[config.mk]
export PLATFORM = sky130hd
export DESIGN_NAME = tpb_switch
export DESIGN_NICKNAME = d
export VERILOG_FILES = /design/src/rtl/core/tpb_pkg.sv /design/src/rtl/core/tpb_switch.sv
export SDC_FILE = /design/constraint.sdc
export NUM_CORES = 1
export LEC_CHECK = 0
export BUFFER_PORTS_ARGS = -buffer_cell sky130_fd_sc_hd__buf_2
export CORE_AREA = 2 2 112 114
export DETAILED_ROUTE_END_ITERATION = 12
export DIE_AREA = 0 0 114 116
export PLACE_DENSITY_LB_ADDON = 0.3
export RECOVER_POWER = 100
export SYNTH_ARGS = -nofsm -noshare
export SYNTH_HDL_FRONTEND = slang
export SYNTH_SLANG_ARGS = --single-unit
[constraint.sdc]
create_clock -name vclk -period 13.7
set_clock_uncertainty 0.2 [all_clocks]
set_input_delay 0.685 -clock vclk [all_inputs]
set_output_delay 0.685 -clock vclk [all_outputs]
set_load 0.02 [all_outputs]
[src/rtl/core/tpb_pkg.sv]
// ----------------------------------------------------------------------------
// tpb_pkg: shared types and constants of the three-phase bridge model
// Holds the field widths, register codes and reset values, and the item types
// that are passed between the bridge modules.
// ----------------------------------------------------------------------------
package tpb_pkg;

  // Field widths.
  localparam int unsigned BusW     = 18;  // bus and neutral voltage, 6 fraction bits
  localparam int unsigned PhaseW   = 25;  // currents and phase voltages, 9 fraction bits
  localparam int unsigned CountW   = 4;
  localparam int unsigned CfgIdxW  = 2;
  localparam int unsigned InDataW  = 104;
  localparam int unsigned OutDataW = 120;

  // Configuration register indexes.
  localparam logic [CfgIdxW-1:0] CFG_STARTUP_VOLTAGE = 2'd0;
  localparam logic [CfgIdxW-1:0] CFG_STARTUP_ITEMS   = 2'd1;

  // Reset values of the configuration registers.
  localparam logic [BusW-1:0]   STARTUP_VOLTAGE_RST = 18'd51200;  // 800.0
  localparam logic [CountW-1:0] STARTUP_ITEMS_RST   = 4'd11;

  // One third with 13 fraction bits.
  localparam logic [12:0] THIRD_Q13 = 13'd2730;

  // One input item after unpacking.
  typedef struct packed {
    logic [2:0]             gate_high;
    logic [2:0]             gate_low;
    logic [BusW-1:0]        bus_voltage;
    logic [2:0][PhaseW-1:0] current;
  } item_t;

  // One result item before packing.
  typedef struct packed {
    logic [BusW-1:0]        neutral_voltage;
    logic [PhaseW-1:0]      bus_current;
    logic [2:0][PhaseW-1:0] voltage;
  } result_t;

endpackage

[src/rtl/core/tpb_switch.sv]
// ----------------------------------------------------------------------------
// tpb_switch: per-phase conduction logic
// Decides which device of each leg conducts, gives the next held phase
// voltages and sums the phase currents drawn from the DC bus.
// ----------------------------------------------------------------------------
module tpb_switch (
  input  tpb_pkg::item_t                          item_i,
  input  logic [2:0][tpb_pkg::PhaseW-1:0]         held_i,
  input  logic [tpb_pkg::BusW-1:0]                vsel_i,
  output logic [2:0][tpb_pkg::PhaseW-1:0]         held_o,
  output logic [tpb_pkg::PhaseW-1:0]              bus_current_o
);

  logic [tpb_pkg::PhaseW-1:0] vbus_scaled;

  // Bus voltage moved from 6 to 9 fraction bits and sign extended.
  assign vbus_scaled = {{(tpb_pkg::PhaseW - tpb_pkg::BusW - 3){vsel_i[tpb_pkg::BusW-1]}},
                        vsel_i, 3'b000};

  // Each leg: the lower device wins; with both gates off the diodes follow the
  // sign of the phase current.
  always_comb begin
    logic idle;
    logic pos;
    logic neg;
    logic dn;
    logic up;
    bus_current_o = '0;
    for (int k = 0; k < 3; k++) begin
      idle = !item_i.gate_high[k] && !item_i.gate_low[k];
      neg  = item_i.current[k][tpb_pkg::PhaseW-1];
      pos  = !neg && (|item_i.current[k]);
      dn   = item_i.gate_low[k] || (idle && neg);
      up   = item_i.gate_high[k] || (idle && pos);
      if (dn) begin
        held_o[k] = '0;
      end else if (up) begin
        held_o[k] = vbus_scaled;
      end else begin
        held_o[k] = held_i[k];
      end
      // The upper gate, or both gates off with a negative phase current, adds the phase current to the bus current.
      if (item_i.gate_high[k] || (idle && neg)) begin
        bus_current_o = bus_current_o + item_i.current[k];
      end
    end
  end

endmodule

# Word-level counts from Yosys, hierarchy flattened
# Cells that the tools add are included.
dict set report totals {
  register_bits 0
  input_bits 192
  output_inout_bits 100
  wordCells 44
}
dict set report classes {
  add_sub_neg 2
  n_mux 9
  n_reduce_logical 33
}
# op n
set op_table {}
lappend op_table {{$mux 25} 9}
lappend op_table {{$reduce_or 25->1} 3}
lappend op_table {{$add 25x25->25} 2}
lappend op_table {{$logic_and 1x1->1} 12}
lappend op_table {{$logic_not 1->1} 9}
lappend op_table {{$logic_or 1x1->1} 9}

# Longest topological paths before layout
# Gate-level depths: netlist (run 1).
dict set report logic_depth {
  ltp_word 9
  depth_mapped 26
  mapped_depth_nobuf 24
}

# Least setup slack after synthesis (run 1)
# Ideal clock, no wire load.
dict set report synth_path {
  kind {input-to-output}
  startpoint {input item_i[93] (netlist bit)}
  endpoint {output bus_current_o[21] (netlist bit)}
  t_arrival_ps 5728
  required_time_ps 12815
  path_slack_ps 7087
  stages 25
  n_path_buf 2
  cell_sequence {nand2b_1 buf_6 nand2_2 clkbuf_1 and2_1 ha_1 ha_1 a21oi_1 o21ai_0 o22a_1 o211ai_1 nand2_1 a211oi_1 xor2_1 o21ai_0 ha_1 a21o_1 a21o_1 a21o_1 a311o_1 a211o_1 o21ba_2 o31ai_4 o31ai_1 a221oi_1}
}
dict set report synth_between {
  elab_chain_len 9
}
# item line
set synth_lines {}
lappend synth_lines {{start: declaration} tpb_switch.sv:7} ;# input tpb_pkg::item_t item_i,
lappend synth_lines {{$logic_not 1->1 (*)} tpb_switch.sv:30} ;# idle = !item_i.gate_high[k] && !item_i.gate_low[k];
lappend synth_lines {{$logic_and 1x1->1 (*)} tpb_switch.sv:30}
lappend synth_lines {{$logic_and 1x1->1 (*)} tpb_switch.sv:43} ;# if (item_i.gate_high[k] || (idle && neg)) begin
lappend synth_lines {{$logic_or 1x1->1 (*)} tpb_switch.sv:43}
lappend synth_lines {{$mux 25 (*)} tpb_switch.sv:43}
lappend synth_lines {{$add 25x25->25} tpb_switch.sv:44} ;# bus_current_o = bus_current_o + item_i.current[k];
lappend synth_lines {{$mux 25 (*)} tpb_switch.sv:43}
lappend synth_lines {{$add 25x25->25} tpb_switch.sv:44}
lappend synth_lines {{$mux 25 (*)} tpb_switch.sv:43}
lappend synth_lines {{end: declaration} tpb_switch.sv:11} ;# output logic [tpb_pkg::PhaseW-1:0] bus_current_o
# Every way passes the cells marked *; elsewhere a longest branch is shown, timed or not.

# Final worst setup path (run 1)
# Ends and elaborated chain as after synthesis.

==> out/qor.json, run 1 <==
{
  "outcome": "complete, but fails checks",
  "violations": "capacitance limit, slew limit",
  "row_count": 40,
  "syn_area_sq_um": 4590,
  "synth.yosys.seq_area_share_pct": 0,
  "worst_hold_slack_ns": 1.50,
  "setup_repair_after_global_routing_missed_its_margin": "no",
  "cp-start-kind": "input port",
  "num_io_pins": 292,
  "ir_drop_mv": 0.0226,
  "synth_fp_nets": 933,
  "maxCapViolCount": 3,
  "num-nets-final": 1180,
  "timing_worst_slew_pin_value_ns": 1.76,
  "cpLargestDelayFamily": "compound AO/OA/AOI/OAI gates",
  "critical_path.endpoint_type": "primary output",
  "drtIter0Drc": 250,
  "chipHeight_microns": 116,
  "synth_largest_area_cell": "mux2i_1",
  "drt.antenna.violating_nets": 0,
  "io_buffers": 274,
  "via_count_of_the_first_global_routing_pass": 5759,
  "floorplan.initialDensity_pct": 38.5,
  "floorplan.die_area_sq_um": 13200,
  "holdBufCountCts": 0,
  "ys_types": 65,
  "detail_route.wl_per_cell_microns": 17.1,
  "synth-warning-count": 0,
  "initial_antenna_violation_count": 2,
  "critPathMaxStageDelay_ns": 0.61,
  "design.core.area_sq_um": 11900,
  "grt_util_all_layers_pct": 26.5,
  "setup.worst_path.class": "input port to primary output",
  "post_synthesis_cells": 694,
  "detail_route.vias_per_cell": 5.53,
  "clock.fmax_mhz": 126,
  "crit_fanout": 27,
  "dp_cells": 1086,
  "grt.overflow.total": 0,
  "crit_path_required_time_ns": 12.82,
  "p_per_area_nw_per_um2": 67.1,
  "place_congestion": 0.947,
  "hold_violation_total_from_the_final_report": 0,
  "synth_area_leaders": "mux2i_1 (15%), ha_1 (13%), nor2_1 (9.7%)",
  "synth_area_per_cell_sq_um": 6.61,
  "critical-path-slowest-cell": "nand2_1",
  "worst-endpoint-arrival_ns": 7.04,
  "post-synth-top-area-fraction_pct": 15.1,
  "slew_headroom_pct": -17.3,
  "cts-resized-gates": 0,
  "layout.cells.most_common": "buf_2",
  "grt_first_pass_wirelength_microns": 28400,
  "tns_ns": 0,
  "static-leakage-power_uw": 0.00312,
  "drc_errors": 0,
  "layout_sequential_cell_count": 0,
  "drv_slew": 72,
  "fp.dieW_microns": 114,
  "total_power_uw": 400,
  "crit_buf_inv": 2,
  "layout.clock_buffers": 0,
  "drt_first_pass_iters": 4,
  "layout_common_cells": "buf_2 (185), nor2_1 (118), clkbuf_1 (92), mux2i_1 (69), nand2_1 (58)",
  "final_area_sq_um": 5960,
  "area.growth.synth_to_final_pct": 29.8,
  "min_period_ns": 7.92,
  "postPlaceCellArea_sq_um": 6090,
  "cts_post_setup_buffers_inserted": 0,
  "final_cells": 1089,
  "min_period_over_period_pct": 57.8,
  "drt-total-wl_microns": 18600,
  "grt_start_max_net_pins": 30,
  "hold_path_class": "input port to primary output",
  "register_area_sq_um": 0,
  "dp_hpwl_microns": 15900,
  "detailroute.via_count": 6023,
  "post_route_cells_drive_above_1_share_pct": 22.4,
  "setup-violations-final": 0
}
[worst paths after layout]
path | end | from | slack, ns | depth (start not counted)
setup / recovery | bus_current_o[21] | item_i[93] | 5.78 | 25
hold / removal | held_o[0] | held_i[0] | 1.50 | 3
[area by class of cell]
cell class                 instances  area (sq um)
tap                              147           184
fill                            1321          5950
multi-input combinational        635          4380
antenna                            3          7.51
inverter                          24          90.1
timing repair buffer             280          1290
[report_power, final]
part | internal (uW) | total [uW] | switching, uW
sequential | 0 | 0 | 0
combinational | 157 | 400 | 243
clock | 0.0000293 | 0.0000294 | 0
total | 157 | 400 | 243
[synth_stat cells, drive strengths merged, types with 11 or more instances]
cell    instances
a21o           33
clkbuf         28
a21oi          49
ha             46
nand4          11
o21ai          31
nor2          118
xnor2          23
nor4           20
mux2           11
nand2          58
xor2           19
inv            24
mux2i          69
nor3           11
and2           28
[through the flow]
stage	worst slack [ns]	utilization [%]
after floorplan	7.09	-
after global placement	6.31	51.1
after detailed placement	6.26	51.1
after CTS	6.23	51.1
after global routing	5.21	50.0
final	5.78	50.0
[cells by family (layout without fill, tap and decap cells)]
family	after synthesis	in the layout	share of synthesized area, %
AOI/OAI and AO/OA	183	183	27.3
muxes	80	80	17.8
and+or+nand+nor	283	283	28.9
buffers and inverters	59	304	5.13
xor gates and xnor gates	42	42	8.02
other	0	3	0
adders and majority gates	47	47	13.0
[layer usage]
layer  GRT usage, %  vias to the layer above  wire length (microns)
met1           30.7                     2719                   7480
met5              0                        -                      0
met2           48.9                      230                   9240
met3           3.29                       43                   1130
li1               -                     3031                      -
met4           11.3                        0                    788
[worst min-delay path: stages]
cell and delay, ns:
buf_2 0.07, and2_0 0.10, buf_2 0.16
(Power assumes the default switching activity.)
==> run 2, diff against run 1 <==
CORE_AREA = 2 2 113 115   (was 2 2 112 114)
DIE_AREA = 0 0 115 117   (was 0 0 114 116)
clock period = 7.8 ns   (was 13.7 ns; I/O delays follow)
==> out/qor.json, run 2 (synthesized netlist as in run 1, its figures left out) <==
{
  "outcome": "complete, but fails checks",
  "violations": "capacitance limit, slew limit",
  "grt_start_max_net_pins": {"value": 28, "change": "-6.7%"},
  "grt_util_all_layers": {"value": 25.7, "unit": "%", "change": "-0.72 points"},
  "critical-path-slowest-cell": "o41ai_1",
  "maxCapViolCount": {"value": 3, "change": "unchanged"},
  "endpoint": "bus_current_o[24]",
  "fp.dieW": {"value": 115, "unit": "microns", "change": "+0.88%"},
  "hold_path_class": "input port to primary output",
  "critical_path.endpoint_type": "primary output",
  "floorplan.die_area": {"value": 13500, "unit": "sq um", "change": "+1.7%"},
  "num-nets-final": {"value": 1180, "change": "unchanged"},
  "area.growth.synth_to_final": {"value": 29.9, "unit": "%", "change": "about the same"},
  "row_count": {"value": 41, "change": "+2.5%"},
  "cts-resized-gates": {"value": 0, "change": "unchanged"},
  "startpoint": "item_i[93]",
  "min_period_over_period_pct": 85.9,
  "layout_sequential_cell_count": {"value": 0, "change": "unchanged"},
  "static-leakage-power": {"value": 0.00313, "unit": "uW", "change": "+0.20%"},
  "drt-total-wl": {"value": 18900, "unit": "microns", "change": "+1.2%"},
  "drt_first_pass_iters": {"value": 5, "change": "+1"},
  "dr_wl_met3": {"value": 1350, "unit": "microns", "change": "+19%"},
  "met2_length": {"value": 9410, "unit": "microns", "change": "+1.8%"},
  "cts_post_setup_buffers_inserted": {"value": 0, "change": "unchanged"},
  "register_area": {"value": 0, "unit": "sq um", "change": "unchanged"},
  "post_route_cells_drive_above_1_share": {"value": 22.7, "unit": "%", "change": "+0.32 points"},
  "detailroute.via_count": {"value": 6003, "change": "-0.33%"},
  "layout.clock_buffers": {"value": 0, "change": "unchanged"},
  "grt.overflow.total": {"value": 0, "change": "unchanged"},
  "initial_antenna_violation_count": {"value": 0, "change": "-2"},
  "clock.fmax_mhz": 149,
  "slew_headroom": {"value": -15.1, "unit": "%", "change": "+2.1 points"},
  "chipHeight": {"value": 117, "unit": "microns", "change": "+0.86%"},
  "drc_errors": {"value": 0, "change": "unchanged"},
  "design.core.area": {"value": 12300, "unit": "sq um", "change": "+3.4%"},
  "worstSetupPathDepth": {"value": 23, "change": "-8.0%"},
  "critical_path.cell_chain": "buf_2 > nand2b_1 > nand2_2 > buf_4 > and2_0 > ha_1 > o21ai_0 > o21ai_0 > a21oi_1 > xor2_1 > nor2_1 > xnor2_1 > ha_1 > and3_1 > a221oi_1 > or3_1 > a31oi_1 > o41ai_1 > o21ai_0 > o311a_1 > xnor2_1 > xnor2_1 > clkbuf_1",
  "detail_route.wl_per_cell": {"value": 17.3, "unit": "microns", "change": "+1.2%"},
  "grt_first_pass_wirelength": {"value": 27800, "unit": "microns", "change": "-1.9%"},
  "setup_repair_after_global_routing_missed_its_margin": "no",
  "antenna_cells_inserted": {"value": 0, "change": "-3"},
  "detail_route.vias_per_cell": {"value": 5.51, "change": "-0.33%"},
  "dp_hpwl": {"value": 16200, "unit": "microns", "change": "+1.7%"},
  "p_per_area": {"value": 118, "unit": "nW/um^2", "change": "+76%"},
  "floorplan.initialDensity": {"value": 37.3, "unit": "%", "change": "-1.3 points"},
  "setup-violations-final": {"value": 0, "change": "unchanged"},
  "tns": {"value": 0, "unit": "ns", "change": "unchanged"},
  "holdBufCountCts": {"value": 0, "change": "unchanged"},
  "wirelength_met1": {"value": 7490, "unit": "microns", "change": "+0.12%"},
  "layout_common_cells": "buf_2 (187), nor2_1 (118), clkbuf_1 (90), mux2i_1 (69), nand2_1 (57)",
  "hold_violation_total_from_the_final_report": {"value": 0, "change": "unchanged"},
  "cp-start-kind": "input port",
  "min_period_ns": 6.70,
  "setup.worst_path.class": "input port to primary output",
  "drt.antenna.violating_nets": {"value": 0, "change": "unchanged"},
  "io_buffers": {"value": 274, "change": "unchanged"},
  "via_count_of_the_first_global_routing_pass": {"value": 5591, "change": "-2.9%"},
  "ir_drop": {"value": 0.0396, "unit": "mV", "change": "+75%"},
  "worst-endpoint-arrival": {"value": 6.11, "unit": "ns", "change": "-0.93 ns"},
  "crit_buf_inv": {"value": 3, "change": "+1"},
  "drv_slew": {"value": 72, "change": "unchanged"},
  "timing_worst_slew_pin_value": {"value": 1.73, "unit": "ns", "change": "-0.0318 ns"},
  "drtIter0Drc": {"value": 337, "change": "+35%"},
  "layout.cells.most_common": "buf_2",
  "num_io_pins": {"value": 292, "change": "unchanged"},
  "total_power": {"value": 703, "unit": "uW", "change": "+76%"},
  "place_congestion": {"value": 0.879, "change": "-7.1%"},
  "fillerInstances": {"value": 1394, "change": "+5.5%"},
  "top_layer_used": "met4",
  "cpLargestDelayFamily": "compound AO/OA/AOI/OAI gates",
  "crit_fanout": {"value": 26, "change": "-3.7%"},
  "critPathMaxStageDelay": {"value": 0.73, "unit": "ns", "change": "+0.12 ns"},
  "crit_path_required_time": {"value": 7.21, "unit": "ns", "change": "-5.61 ns"}
}
## run 2: changes by cell type in the layout (fill, tap and decap cells not counted)
cell	delta
nand2_1	-1
nand2_2	+1
diode_2	-3
clkbuf_1	-2
buf_2	+2
and2_0	+2
and2_1	-2
## run 2: worst min path at each step
stage	start	end	slack, ns	cells past startpoint
2_1_floorplan	held_i[0]	held_o[0]	0.76	1
3_3_place_gp	held_i[0]	held_o[0]	0.90	3
3_5_place_dp	held_i[0]	held_o[0]	0.90	3
4_1_cts	held_i[0]	held_o[0]	0.90	3
5_1_grt	held_i[0]	held_o[0]	0.94	3
6_report	held_i[0]	held_o[0]	0.91	3
## run 2: area by class of cell
class              instances  area, sq um  area share (%)
multi-input cells        635         4380            73.6
repair buffers           280         1300            21.8
inverters                 24         90.1            1.51
well taps                150          188            3.15
## run 2: power by group
group | leakage, uW | switching [uW] | internal, uW
logic | 0.00313 | 427 | 276
registers | 0 | 0 | 0
clock network | 0 | 0 | 0
total | 0.00313 | 427 | 276
## run 2: per-stage QoR
| step | hold WS (ns) | setup slack [ns] | instance area [sq um] | utilization [%] | instances |
|---|---|---|---|---|---|
| after floorplan | 0.763 | 1.78 | 4590 | - | 694 |
| after global placement | 0.903 | 1.43 | 6090 | 49.5 | 1089 |
| after detailed placement | 0.903 | 1.38 | 6090 | 49.5 | 1089 |
| after CTS | 0.905 | 1.32 | 6090 | 49.5 | 1089 |
| after global routing | 0.941 | 0.780 | 5960 | 48.4 | 1089 |
| final | 0.905 | 1.10 | 5960 | 48.4 | 1089 |
## run 2: layer usage
layer  GRT usage (%)  vias to the layer above
met5               0                        -
met4            7.55                        0
met3            4.17                       36
met2            48.9                      221
met1            29.6                     2732
li1                -                     3014
## run 2: tightest hold or removal path, delay by kind of cell
| family | cells | cell delay [ns] |
|---|---|---|
| buf+inv | 2 | 0.23 |
| simple gates | 1 | 0.10 |
